===== config.mk =====
export PLATFORM = sky130hd
export DESIGN_NAME = dc_blocker_level_meter_capture_core
export DESIGN_NICKNAME = d
export VERILOG_FILES = /design/src/hdl/dcbl_pkg.sv /design/src/hdl/dcbl_front.sv /design/src/hdl/dcbl_div.sv /design/src/hdl/dcbl_back.sv /design/src/hdl/dc_blocker_level_meter_capture_core.sv
export SDC_FILE = /design/constraint.sdc
export NUM_CORES = 1
export LEC_CHECK = 0
export BUFFER_PORTS_ARGS = -buffer_cell sky130_fd_sc_hd__buf_2
export CAP_MARGIN = 20
export CORE_MARGIN = 2
export CORE_UTILIZATION = 32
export CTS_BUF_LIST = sky130_fd_sc_hd__clkbuf_8 sky130_fd_sc_hd__clkbuf_16
export CTS_CLUSTER_DIAMETER = 120
export DETAILED_ROUTE_END_ITERATION = 8
export HOLD_SLACK_MARGIN = 0.08
export PLACE_DENSITY = 0.55
export SETUP_SLACK_MARGIN = 0.02
export SYNTH_ARGS = -nofsm -noshare
export SYNTH_HDL_FRONTEND = slang
export SYNTH_SLANG_ARGS = --single-unit

===== constraint.sdc =====
create_clock -name clk_i -period 5.1 [get_ports clk_i]
set_input_delay 1.02 -clock clk_i [delete_from_list [all_inputs] [get_ports clk_i]]
set_output_delay 1.02 -clock clk_i [all_outputs]
set_load 0.01 [all_outputs]

===== src/hdl/dcbl_pkg.sv =====
// ----------------------------------------------------------------------------
// dcbl_pkg
// Shared types and constants of the dc blocker / level meter / capture core.
// ----------------------------------------------------------------------------
package dcbl_pkg;

  localparam int unsigned SAMPLE_W          = 16;
  localparam int unsigned IDX_W             = 20;
  localparam int unsigned SHIFT_W           = 4;
  localparam int unsigned ACC_W             = 32;
  localparam int unsigned SUM_W             = 24;
  localparam int unsigned CFG_IDX_W         = 1;
  localparam int unsigned QUEUE_DEPTH       = 2;
  localparam int unsigned BLOCK_MAX_DEFAULT = 256;

  localparam logic [IDX_W-1:0]   MAX_SAMPLES_RST  = 20'd960000;
  localparam logic [SHIFT_W-1:0] FILTER_SHIFT_RST = 4'd10;

  typedef enum logic [1:0] {
    CMD_SAMPLE = 2'd0,
    CMD_START  = 2'd1,
    CMD_STOP   = 2'd2,
    CMD_NONE   = 2'd3
  } cmd_e;

  typedef enum logic [CFG_IDX_W-1:0] {
    CFG_MAX_SAMPLES  = 1'b0,
    CFG_FILTER_SHIFT = 1'b1
  } cfg_idx_e;

  typedef enum logic [2:0] {
    ST_IDLE,
    ST_FILT,
    ST_SUM,
    ST_METER,
    ST_DIV
  } back_state_e;

  typedef struct packed {
    cmd_e                       cmd;
    logic signed [SAMPLE_W-1:0] sample;
    logic                       last;
  } item_t;

  typedef struct packed {
    logic [IDX_W-1:0]   max_samples;
    logic [SHIFT_W-1:0] filter_shift;
  } cfg_t;

  typedef struct packed {
    logic signed [SAMPLE_W-1:0] filtered_sample;
    logic                       stored;
    logic [IDX_W-1:0]           write_index;
    logic                       level_valid;
    logic [SAMPLE_W-1:0]        level;
    logic [SAMPLE_W-1:0]        peak;
    logic                       limit_reached;
    logic                       recording;
  } result_t;

endpackage


===== src/hdl/dcbl_front.sv =====
// ----------------------------------------------------------------------------
// dcbl_front
// Input side: takes items, decodes the command and holds them in a short
// queue until the back end picks them up.
// ----------------------------------------------------------------------------
module dcbl_front (
  input  logic                                clk_i,
  input  logic                                rst_ni,
  input  logic                                push,
  output logic                                full,
  input  logic [1:0]                          command_i,
  input  logic signed [dcbl_pkg::SAMPLE_W-1:0] sample_in_i,
  input  logic                                last_in_block_i,
  output logic                                item_valid_o,
  output dcbl_pkg::item_t                     item_o,
  input  logic                                item_pop_i
);
  import dcbl_pkg::*;

  localparam int unsigned PTR_W = (QUEUE_DEPTH > 1) ? $clog2(QUEUE_DEPTH) : 1;
  localparam int unsigned CNT_W = $clog2(QUEUE_DEPTH + 1);

  item_t            mem_q [QUEUE_DEPTH];
  logic [PTR_W-1:0] wr_ptr_q, wr_ptr_d;
  logic [PTR_W-1:0] rd_ptr_q, rd_ptr_d;
  logic [CNT_W-1:0] cnt_q, cnt_d;
  logic             do_push, do_pop;
  item_t            item_new;

  assign full         = (cnt_q == CNT_W'(QUEUE_DEPTH));
  assign item_valid_o = (cnt_q != '0);
  assign item_o       = mem_q[rd_ptr_q];
  assign do_push      = push && !full;
  assign do_pop       = item_pop_i && item_valid_o;

  always_comb begin
    item_new.cmd    = cmd_e'(command_i);
    item_new.sample = sample_in_i;
    item_new.last   = last_in_block_i;
  end

  always_comb begin
    wr_ptr_d = wr_ptr_q;
    rd_ptr_d = rd_ptr_q;
    cnt_d    = cnt_q;
    if (do_push) begin
      wr_ptr_d = (wr_ptr_q == PTR_W'(QUEUE_DEPTH - 1)) ? '0 : wr_ptr_q + 1'b1;
    end
    if (do_pop) begin
      rd_ptr_d = (rd_ptr_q == PTR_W'(QUEUE_DEPTH - 1)) ? '0 : rd_ptr_q + 1'b1;
    end
    if (do_push && !do_pop) begin
      cnt_d = cnt_q + 1'b1;
    end else if (do_pop && !do_push) begin
      cnt_d = cnt_q - 1'b1;
    end
  end

  always_ff @(posedge clk_i or negedge rst_ni) begin
    if (!rst_ni) begin
      wr_ptr_q <= '0;
      rd_ptr_q <= '0;
      cnt_q    <= '0;
    end else begin
      wr_ptr_q <= wr_ptr_d;
      rd_ptr_q <= rd_ptr_d;
      cnt_q    <= cnt_d;
    end
  end

  always_ff @(posedge clk_i) begin
    if (do_push) begin
      mem_q[wr_ptr_q] <= item_new;
    end
  end

endmodule


===== src/hdl/dcbl_div.sv =====
// ----------------------------------------------------------------------------
// dcbl_div
// Restoring divider, one quotient bit per cycle, for the block mean level.
// ----------------------------------------------------------------------------
module dcbl_div #(
  parameter int unsigned DIVISOR_W = 9
) (
  input  logic                         clk_i,
  input  logic                         rst_ni,
  input  logic                         start_i,
  input  logic [dcbl_pkg::SUM_W-1:0]   dividend_i,
  input  logic [DIVISOR_W-1:0]         divisor_i,
  output logic                         done_o,
  output logic [dcbl_pkg::SUM_W-1:0]   quotient_o
);
  import dcbl_pkg::*;

  localparam int unsigned STEP_W = $clog2(SUM_W);

  logic                  busy_q;
  logic                  done_q;
  logic [STEP_W-1:0]     step_q;
  logic [SUM_W-1:0]      quo_q;
  logic [DIVISOR_W-1:0]  rem_q;
  logic [DIVISOR_W-1:0]  den_q;
  logic [DIVISOR_W:0]    rem_sh;
  logic [DIVISOR_W:0]    diff;
  logic                  fits;

  assign rem_sh     = {rem_q, quo_q[SUM_W-1]};
  assign diff       = rem_sh - {1'b0, den_q};
  assign fits       = !diff[DIVISOR_W];
  assign done_o     = done_q;
  assign quotient_o = quo_q;

  always_ff @(posedge clk_i or negedge rst_ni) begin
    if (!rst_ni) begin
      busy_q <= 1'b0;
      done_q <= 1'b0;
      step_q <= '0;
    end else begin
      done_q <= 1'b0;
      if (start_i) begin
        busy_q <= 1'b1;
        step_q <= '0;
      end else if (busy_q) begin
        step_q <= step_q + 1'b1;
        if (step_q == STEP_W'(SUM_W - 1)) begin
          busy_q <= 1'b0;
          done_q <= 1'b1;
        end
      end
    end
  end

  always_ff @(posedge clk_i) begin
    if (start_i) begin
      quo_q <= dividend_i;
      rem_q <= '0;
      den_q <= divisor_i;
    end else if (busy_q) begin
      rem_q <= fits ? diff[DIVISOR_W-1:0] : rem_sh[DIVISOR_W-1:0];
      quo_q <= {quo_q[SUM_W-2:0], fits};
    end
  end

endmodule


===== src/hdl/dcbl_back.sv =====
// ----------------------------------------------------------------------------
// dcbl_back
// Execution side: dc blocking filter, block meter, capture addressing and
// the result register.
// ----------------------------------------------------------------------------
module dcbl_back #(
  parameter int unsigned BLOCK_MAX = dcbl_pkg::BLOCK_MAX_DEFAULT
) (
  input  logic              clk_i,
  input  logic              rst_ni,
  input  dcbl_pkg::cfg_t    cfg_i,
  input  logic              item_valid_i,
  input  dcbl_pkg::item_t   item_i,
  output logic              item_pop_o,
  output logic              res_valid_o,
  output dcbl_pkg::result_t res_o,
  input  logic              res_pop_i
);
  import dcbl_pkg::*;

  localparam int unsigned CNT_W = $clog2(BLOCK_MAX + 1);

  back_state_e               state_q, state_d;
  logic [ACC_W-1:0]          prev_in_q, prev_in_d;
  logic [ACC_W-1:0]          prev_out_q, prev_out_d;
  logic [SUM_W-1:0]          sum_q, sum_d;
  logic [SAMPLE_W-1:0]       peak_q, peak_d;
  logic [CNT_W-1:0]          cnt_q, cnt_d;
  logic [IDX_W-1:0]          stored_cnt_q, stored_cnt_d;
  logic                      rec_q, rec_d;
  logic                      limit_q, limit_d;

  logic signed [SAMPLE_W-1:0] x_q, x_d;
  logic                       last_q, last_d;
  logic [ACC_W-1:0]           d_q, d_d;
  logic [ACC_W-1:0]           fb_q, fb_d;
  logic [SAMPLE_W-1:0]        pcm_q, pcm_d;
  logic                       stored_q, stored_d;
  logic [IDX_W-1:0]           wr_q, wr_d;
  logic [SAMPLE_W-1:0]        pk_q, pk_d;

  logic                       res_valid_q;
  result_t                    res_q;
  result_t                    res_new;
  result_t                    res_base;
  logic                       res_load;

  logic [ACC_W-1:0]           x_ext;
  logic [ACC_W-1:0]           asr;
  logic [ACC_W-1:0]           y;
  logic [SAMPLE_W-1:0]        mag;
  logic [SUM_W:0]             sum_ext;
  logic [SUM_W-1:0]           sum_sat;
  logic [SAMPLE_W-1:0]        peak_new;
  logic [CNT_W-1:0]           cnt_inc;
  logic                       close;
  logic [IDX_W-1:0]           stored_cnt_new;

  logic                       div_start;
  logic                       div_done;
  logic [SUM_W-1:0]           div_quo;

  assign x_ext    = {x_q, 16'h0000};
  assign asr      = ACC_W'($signed(prev_out_q) >>> cfg_i.filter_shift);
  assign y        = d_q + fb_q;
  assign mag      = pcm_q[SAMPLE_W-1] ? SAMPLE_W'(-pcm_q) : pcm_q;
  assign sum_ext  = {1'b0, sum_q} + {{(SUM_W + 1 - SAMPLE_W){1'b0}}, mag};
  assign sum_sat  = sum_ext[SUM_W] ? {SUM_W{1'b1}} : sum_ext[SUM_W-1:0];
  assign peak_new = (mag > peak_q) ? mag : peak_q;
  assign cnt_inc  = cnt_q + 1'b1;
  assign close    = last_q || (cnt_inc >= CNT_W'(BLOCK_MAX));

  always_comb begin
    res_base                 = '0;
    res_base.filtered_sample = pcm_q;
    res_base.stored          = stored_q;
    res_base.write_index     = stored_q ? wr_q : '0;
    res_base.limit_reached   = limit_q;
    res_base.recording       = rec_q;
  end

  always_comb begin
    state_d        = state_q;
    prev_in_d      = prev_in_q;
    prev_out_d     = prev_out_q;
    sum_d          = sum_q;
    peak_d         = peak_q;
    cnt_d          = cnt_q;
    stored_cnt_d   = stored_cnt_q;
    rec_d          = rec_q;
    limit_d        = limit_q;
    x_d            = x_q;
    last_d         = last_q;
    d_d            = d_q;
    fb_d           = fb_q;
    pcm_d          = pcm_q;
    stored_d       = stored_q;
    wr_d           = wr_q;
    pk_d           = pk_q;
    item_pop_o     = 1'b0;
    res_load       = 1'b0;
    res_new        = res_base;
    div_start      = 1'b0;
    stored_cnt_new = stored_cnt_q;

    case (state_q)
      ST_IDLE: begin
        if (item_valid_i && !res_valid_q) begin
          item_pop_o            = 1'b1;
          res_new               = '0;
          res_new.limit_reached = limit_q;
          res_new.recording     = rec_q;
          case (item_i.cmd)
            CMD_START: begin
              prev_in_d             = '0;
              prev_out_d            = '0;
              sum_d                 = '0;
              peak_d                = '0;
              cnt_d                 = '0;
              stored_cnt_d          = '0;
              limit_d               = 1'b0;
              rec_d                 = 1'b1;
              res_new.limit_reached = 1'b0;
              res_new.recording     = 1'b1;
              res_load              = 1'b1;
            end
            CMD_STOP: begin
              rec_d             = 1'b0;
              res_new.recording = 1'b0;
              res_load          = 1'b1;
            end
            CMD_SAMPLE: begin
              if (rec_q) begin
                x_d     = item_i.sample;
                last_d  = item_i.last;
                state_d = ST_FILT;
              end else begin
                res_load = 1'b1;
              end
            end
            default: begin
              res_load = 1'b1;
            end
          endcase
        end
      end
      ST_FILT: begin
        d_d     = x_ext - prev_in_q;
        fb_d    = prev_out_q - asr;
        state_d = ST_SUM;
      end
      ST_SUM: begin
        prev_in_d  = x_ext;
        prev_out_d = y;
        pcm_d      = y[ACC_W-1 -: SAMPLE_W];
        stored_d   = (stored_cnt_q < cfg_i.max_samples);
        wr_d       = stored_cnt_q;
        if (stored_cnt_q < cfg_i.max_samples) begin
          stored_cnt_new = stored_cnt_q + 1'b1;
        end
        stored_cnt_d = stored_cnt_new;
        if (stored_cnt_new >= cfg_i.max_samples) begin
          limit_d = 1'b1;
          rec_d   = 1'b0;
        end
        state_d = ST_METER;
      end
      ST_METER: begin
        if (close) begin
          sum_d     = '0;
          peak_d    = '0;
          cnt_d     = '0;
          pk_d      = peak_new;
          div_start = 1'b1;
          state_d   = ST_DIV;
        end else begin
          sum_d    = sum_sat;
          peak_d   = peak_new;
          cnt_d    = cnt_inc;
          res_load = 1'b1;
          state_d  = ST_IDLE;
        end
      end
      ST_DIV: begin
        if (div_done) begin
          res_new.level_valid = 1'b1;
          res_new.level       = div_quo[SAMPLE_W-1:0];
          res_new.peak        = pk_q;
          res_load            = 1'b1;
          state_d             = ST_IDLE;
        end
      end
      default: begin
        state_d = ST_IDLE;
      end
    endcase
  end

  dcbl_div #(
    .DIVISOR_W (CNT_W)
  ) u_div (
    .clk_i      (clk_i),
    .rst_ni     (rst_ni),
    .start_i    (div_start),
    .dividend_i (sum_sat),
    .divisor_i  (cnt_inc),
    .done_o     (div_done),
    .quotient_o (div_quo)
  );

  always_ff @(posedge clk_i or negedge rst_ni) begin
    if (!rst_ni) begin
      state_q      <= ST_IDLE;
      prev_in_q    <= '0;
      prev_out_q   <= '0;
      sum_q        <= '0;
      peak_q       <= '0;
      cnt_q        <= '0;
      stored_cnt_q <= '0;
      rec_q        <= 1'b0;
      limit_q      <= 1'b0;
      res_valid_q  <= 1'b0;
    end else begin
      state_q      <= state_d;
      prev_in_q    <= prev_in_d;
      prev_out_q   <= prev_out_d;
      sum_q        <= sum_d;
      peak_q       <= peak_d;
      cnt_q        <= cnt_d;
      stored_cnt_q <= stored_cnt_d;
      rec_q        <= rec_d;
      limit_q      <= limit_d;
      if (res_load) begin
        res_valid_q <= 1'b1;
      end else if (res_pop_i) begin
        res_valid_q <= 1'b0;
      end
    end
  end

  always_ff @(posedge clk_i) begin
    x_q      <= x_d;
    last_q   <= last_d;
    d_q      <= d_d;
    fb_q     <= fb_d;
    pcm_q    <= pcm_d;
    stored_q <= stored_d;
    wr_q     <= wr_d;
    pk_q     <= pk_d;
    if (res_load) begin
      res_q <= res_new;
    end
  end

  assign res_valid_o = res_valid_q;
  assign res_o       = res_q;

  // back end only works while the result slot is free
  a_busy_slot_free: assert property (@(posedge clk_i) disable iff (!rst_ni)
    (state_q != ST_IDLE) |-> !res_valid_q)
    else $error("back end busy while a result waits");

  a_load_shows: assert property (@(posedge clk_i) disable iff (!rst_ni)
    res_load |=> res_valid_q)
    else $error("loaded result not presented");

  a_block_count: assert property (@(posedge clk_i) disable iff (!rst_ni)
    cnt_q < CNT_W'(BLOCK_MAX))
    else $error("block count beyond block size");

  a_div_done_state: assert property (@(posedge clk_i) disable iff (!rst_ni)
    div_done |-> (state_q == ST_DIV))
    else $error("divider finished outside division state");

endmodule


===== src/hdl/dc_blocker_level_meter_capture_core.sv =====
// A recording item (command 0 while recording) runs through the back end in
// steps: filter difference terms, filter sum, metering and result load.
// When the item closes a block, the mean level comes from a 24-step serial
// divider before the result load. Start, stop, unused commands and samples
// taken while not recording load their result straight from the idle state.
// A two-entry input queue and a one-entry result register let the input side
// keep taking items while a result waits to be popped. Configuration writes
// are always ready and reach the back end even while an item is in progress.
// ----------------------------------------------------------------------------
// dc_blocker_level_meter_capture_core
// Q16 dc blocking high-pass filter with per-block peak and mean level and
// capture memory addressing up to a programmable sample limit.
// ----------------------------------------------------------------------------
module dc_blocker_level_meter_capture_core #(
  parameter int unsigned BLOCK_MAX = dcbl_pkg::BLOCK_MAX_DEFAULT
) (
  input  logic                                  clk_i,
  input  logic                                  rst_ni,
  input  logic                                  cfg_valid_i,
  output logic                                  cfg_ready_o,
  input  logic [dcbl_pkg::CFG_IDX_W-1:0]        cfg_index_i,
  input  logic [dcbl_pkg::IDX_W-1:0]            cfg_data_i,
  input  logic                                  push,
  output logic                                  full,
  input  logic [1:0]                            command_i,
  input  logic signed [dcbl_pkg::SAMPLE_W-1:0]  sample_in_i,
  input  logic                                  last_in_block_i,
  output logic                                  empty,
  input  logic                                  pop,
  output logic signed [dcbl_pkg::SAMPLE_W-1:0]  filtered_sample_o,
  output logic                                  stored_o,
  output logic [dcbl_pkg::IDX_W-1:0]            write_index_o,
  output logic                                  level_valid_o,
  output logic [dcbl_pkg::SAMPLE_W-1:0]         level_o,
  output logic [dcbl_pkg::SAMPLE_W-1:0]         peak_o,
  output logic                                  limit_reached_o,
  output logic                                  recording_o
);
  import dcbl_pkg::*;

  cfg_t    cfg_q;
  item_t   item;
  logic    item_valid;
  logic    item_pop;
  logic    res_valid;
  result_t res;

  assign cfg_ready_o = 1'b1;

  always_ff @(posedge clk_i or negedge rst_ni) begin
    if (!rst_ni) begin
      cfg_q.max_samples  <= MAX_SAMPLES_RST;
      cfg_q.filter_shift <= FILTER_SHIFT_RST;
    end else if (cfg_valid_i && cfg_ready_o) begin
      case (cfg_idx_e'(cfg_index_i))
        CFG_MAX_SAMPLES:  cfg_q.max_samples  <= cfg_data_i;
        CFG_FILTER_SHIFT: cfg_q.filter_shift <= cfg_data_i[SHIFT_W-1:0];
        default: begin
        end
      endcase
    end
  end

  dcbl_front u_front (
    .clk_i           (clk_i),
    .rst_ni          (rst_ni),
    .push            (push),
    .full            (full),
    .command_i       (command_i),
    .sample_in_i     (sample_in_i),
    .last_in_block_i (last_in_block_i),
    .item_valid_o    (item_valid),
    .item_o          (item),
    .item_pop_i      (item_pop)
  );

  dcbl_back #(
    .BLOCK_MAX (BLOCK_MAX)
  ) u_back (
    .clk_i        (clk_i),
    .rst_ni       (rst_ni),
    .cfg_i        (cfg_q),
    .item_valid_i (item_valid),
    .item_i       (item),
    .item_pop_o   (item_pop),
    .res_valid_o  (res_valid),
    .res_o        (res),
    .res_pop_i    (pop)
  );

  assign empty             = !res_valid;
  assign filtered_sample_o = res.filtered_sample;
  assign stored_o          = res.stored;
  assign write_index_o     = res.write_index;
  assign level_valid_o     = res.level_valid;
  assign level_o           = res.level;
  assign peak_o            = res.peak;
  assign limit_reached_o   = res.limit_reached;
  assign recording_o       = res.recording;

endmodule


==> reports/summary.md <==
* finished, final reports clean — status
* sky130_fd_sc_hd__and3_1 — cell type with the highest occurrence count on the critical path
* 0 — Resized cells post-CTS
* 0.34 ns — minimum setup slack among reg-to-reg paths
* 32.5% — initial core utilization
* reg2reg — type of the setup path with the least slack
* 16550 — via count
* 98 — FP Rows
* 37.5% — Post-Route Utilization
* compound AO/OA/AOI/OAI gates — combinational family with the most area after synthesis
* 48.9% — portion of total power attributed to combinational logic
* or4_4 -> or3_4 -> o41ai_1 -> xnor2_1 -> ha_1 -> a21oi_1 -> o21ai_0 -> o311a_1 -> a211oi_1 -> o221ai_1 -> and3_1 -> and3_1 -> o31ai_1 — cells traversed along the worst timing path
* 32.4% — register share of total power
* 274 µm — vertical die dimension
* 5.11 — Vias per Instance
* 11.8 mW — internal power
* 81 — maximum number of pins on one net before global-route repair
* reg2reg — class of the tightest hold or removal check
* 23300 µm² — cell area after technology mapping
* 11.5 nW — leakage dissipation
* 0.340 ns — setup slack after layout
* 0 — total count of hold-check failures in the final report
* 2 — worst hold stages
* 0 — Final Setup Violations
* 0 — Hold-fix buffers, CTS
* 7 — antenna violations before repair
* 5.19 ns — arrival time at the worst endpoint
* 33.7% — top-area cell type share of the netlist area
* 51.5% — proportion of synthesized chip area in sequential cells
* sky130_fd_sc_hd__edfxtp_1 — most frequent standard cell in the layout excluding fill and tap cells
* 12000 µm² — area taken by flip-flops and latches
* 0 — number of max-capacitance violations reported
* 0 — DRC violation count after routing
* 10600 µm² — total area of multi-input combinational cells
* 0 — YS warnings
* 428 — number of clock sinks
* 261 — EDFF count, synth
* 118 — buffers added on ports
* 91.7 mm — global-route wire length before repair
* 15.4% — Synth-to-Final Area Change
* 82 — number of different library cells in the post-synthesis netlist
* 49 — number of buffers created by CTS
* sky130_fd_sc_hd__clkbuf_16 — root buffer selected by CTS
* 13 — depth of the most critical reg-to-reg path
* 3 — buffer levels on the longest clock path
* 5.53 ns — Data required, critical path
* 3240 — fin cells
* 41.3 mm — dpl hpwl
* 12.1% — area fraction in and, or, nand and nor cells after synthesis
* sky130_fd_sc_hd__edfxtp_1, sky130_fd_sc_hd__nand2_1, sky130_fd_sc_hd__o21ai_0, sky130_fd_sc_hd__dfrtp_1, sky130_fd_sc_hd__ha_1 — leading cell types in the layout, fill and taps excluded
* 18.7% — Clock power frac
* 0.210 GHz — maximum frequency from static timing analysis
* flop — category of the worst setup path launch point
* no — RSZ-0062 raised after global routing
* 0 — fin. max-slew vios
* 6989 — Fill cells
* 15.3% — total global routing track utilization
* 3144 — placed cells
* 27.7% — normalized max-slew margin
* 16527 — number of global-route vias before repair
* 57.5 mm — total wire length
* 0.137 ns — pre-CTS worst setup slack
* 0.06 ns — Worst-path clk slew
* 0.0245 ns — worst clock skew
* 0.881 — final RePlAce weighted congestion
* 36.9% — Async SR Flop Fraction
* 4.51% — xor and xnor fraction of the mapped netlist area
* 4.93% — multiplexer share of the synthesized area
* flop — endpoint class of the critical path
* 0 — Post-CTS Setup Repair Bufs
* 93.3% — share of the cycle needed by the critical path after routing
* sky130_fd_sc_hd__edfxtp_1, sky130_fd_sc_hd__dfrtp_1, sky130_fd_sc_hd__ha_1, sky130_fd_sc_hd__o21ai_0, sky130_fd_sc_hd__nand2_1 — top post-synthesis cells by area
* 0.56 ns — slowest cell delay on critical path
* 11.0 µm² — Syn Area/Cell
* 1.08 ns — Worst Tran Pin Value
* 970 — drt first-iter violations
* 41.1% — share of total power consumed by net switching
* 274 µm — die width
* 5 — TritonRoute pass-1 iters
* 120 — ports placed on the boundary
* 4.76 ns — shortest period the worst path allows
* 2324 — post-synth net total
* 71700 µm² — total core area
* sky130_fd_sc_hd__or4_4 — Slowest cell on crit path
* 14.6% — layout cell share with drive strength beyond 1
* 428 — Yosys reg bits
* 2126 — Gate Count Post-Synth
* 5 — highest net fanout along the worst path
* 15.5% — fraction of the mapped netlist area in compound gates
* 8.38% — post-synthesis adder-cell area fraction
* 0 — ANT nets after route
* 0 ns — final setup TNS
* 0.60 ns — clock network latency to the later pin of the worst-skew pair
* done — CTS tree
* 8.19 mW — switching power
* sky130_fd_sc_hd__edfxtp_1 — most area-hungry cell type in the Yosys netlist
* 2444 — number of nets at the end of the flow
* 74900 µm² — Die Area
* 17.7 µm — WL per Instance
* 742 nW/µm² — total power per unit cell area
* 2 — H-tree depth
* 0.000326 V — worst supply voltage drop on vdd
* 0 — overflow left after global routing
* sky130_fd_sc_hd__edfxtp_1 — most frequently used flop master after synthesis
power by group through the flow:
stage | combinational, mW | clock, mW | sequential [mW]
3_3_place_gp | 9.52 | 0 | 6.50
6_report | 9.76 | 3.72 | 6.46
3_5_place_dp | 9.71 | 0 | 6.53
2_1_floorplan | 6.92 | 0 | 6.29
4_1_cts | 9.77 | 3.83 | 6.48
5_1_grt | 10.9 | 3.95 | 6.60
Yosys cell counts, types with 10 or more instances:
master / count
sky130_fd_sc_hd__xor2_1: 35
sky130_fd_sc_hd__o21bai_1: 11
sky130_fd_sc_hd__o31ai_1: 14
sky130_fd_sc_hd__and2_1: 52
sky130_fd_sc_hd__buf_1: 10
sky130_fd_sc_hd__mux4_2: 12
sky130_fd_sc_hd__mux2i_1: 46
sky130_fd_sc_hd__mux2_2: 37
sky130_fd_sc_hd__nor3_1: 17
sky130_fd_sc_hd__dfrtp_1: 149
sky130_fd_sc_hd__nor4_1: 11
sky130_fd_sc_hd__a22o_1: 53
sky130_fd_sc_hd__ha_1: 148
sky130_fd_sc_hd__nor2_1: 117
sky130_fd_sc_hd__nor2b_1: 17
sky130_fd_sc_hd__nand3_1: 30
sky130_fd_sc_hd__a21oi_1: 135
sky130_fd_sc_hd__nand2_1: 204
sky130_fd_sc_hd__a21o_1: 59
sky130_fd_sc_hd__o21ai_0: 166
sky130_fd_sc_hd__inv_1: 103
sky130_fd_sc_hd__a211oi_1: 15
sky130_fd_sc_hd__edfxtp_1: 261
sky130_fd_sc_hd__o21a_1: 16
sky130_fd_sc_hd__nand2b_1: 22
sky130_fd_sc_hd__xnor2_1: 85
sky130_fd_sc_hd__nand4_1: 14
sky130_fd_sc_hd__a31oi_1: 18
sky130_fd_sc_hd__and3_1: 48
sky130_fd_sc_hd__clkbuf_1: 76
worst max-delay path: cells and delay by family (launching register included):
family          cells  cell delay, ns
compound gates      7            2.10
xor+xnor            1            0.28
fa+ha+maj           1            0.35
flops               1            0.47
simple gates        4            1.41
layer usage:
layer,wire length (µm),GRT usage (%)
met5,61,0
met4,1660,4.87
met3,2440,2.70
met2,27500,25.6
met1,25900,20.1
state kept, by name (all words and copies together), names as in the netlist, 20 cells and up:
signal                   cells
u_front.mem_q               38
u_back.prev_out_q           32
u_back.u_div.quotient_o     24
u_back.res_o                72
u_back.fb_q                 32
u_back.stored_cnt_q         20
cfg_q                       24
u_back.sum_q                24
u_back.wr_q                 20
cell families (layout without fill, tap and decap cells):
kind of cell | Yosys count | in the layout
and+or+nand+nor | 573 | 573
AOI/OAI and AO/OA | 560 | 560
DFF | 428 | 428
buffers and inverters | 196 | 357
adders and majority gates | 153 | 153
xor gates and xnor gates | 120 | 120
muxes | 95 | 95
other | 1 | 4
area by class of cell:
type,instances,share of cell area [%]
antenna,3,0.0279
tap,950,4.42
clock buffer,55,4.91
multi-input combinational,1502,39.6
timing repair buffer,158,3.49
sequential,428,44.6
inverter,107,1.50
clock inverter,37,1.51
stage by stage:
stage	cell area, µm²	hold slack [ns]	power (mW)
2_1_floorplan	23300	0.426	13.2
3_3_place_gp	25100	0.437	16.0
3_5_place_dp	25100	0.447	16.2
4_1_cts	26900	0.461	20.1
5_1_grt	26900	0.496	21.5
6_report	26900	0.459	19.9
path summary, 6_finish.rpt:
check,from,to
min in group asynchronous,rst_ni,u_back.stored_cnt_q[16]$_DFFE_PN0P_
worst min register to register,u_back.fb_q[1]$_DFFE_PP_,u_back.prev_out_q[1]$_DFFE_PN0P_
worst max-delay path,u_back.pcm_q[4]$_DFFE_PP_,u_back.u_div.quotient_o[23]$_DFFE_PP_
max in group asynchronous,rst_ni,u_back.prev_out_q[10]$_DFFE_PN0P_
worst min-delay path,u_back.fb_q[1]$_DFFE_PP_,u_back.prev_out_q[1]$_DFFE_PN0P_
worst max register to register,u_back.pcm_q[4]$_DFFE_PP_,u_back.u_div.quotient_o[23]$_DFFE_PP_
(Power assumes the default switching activity.)
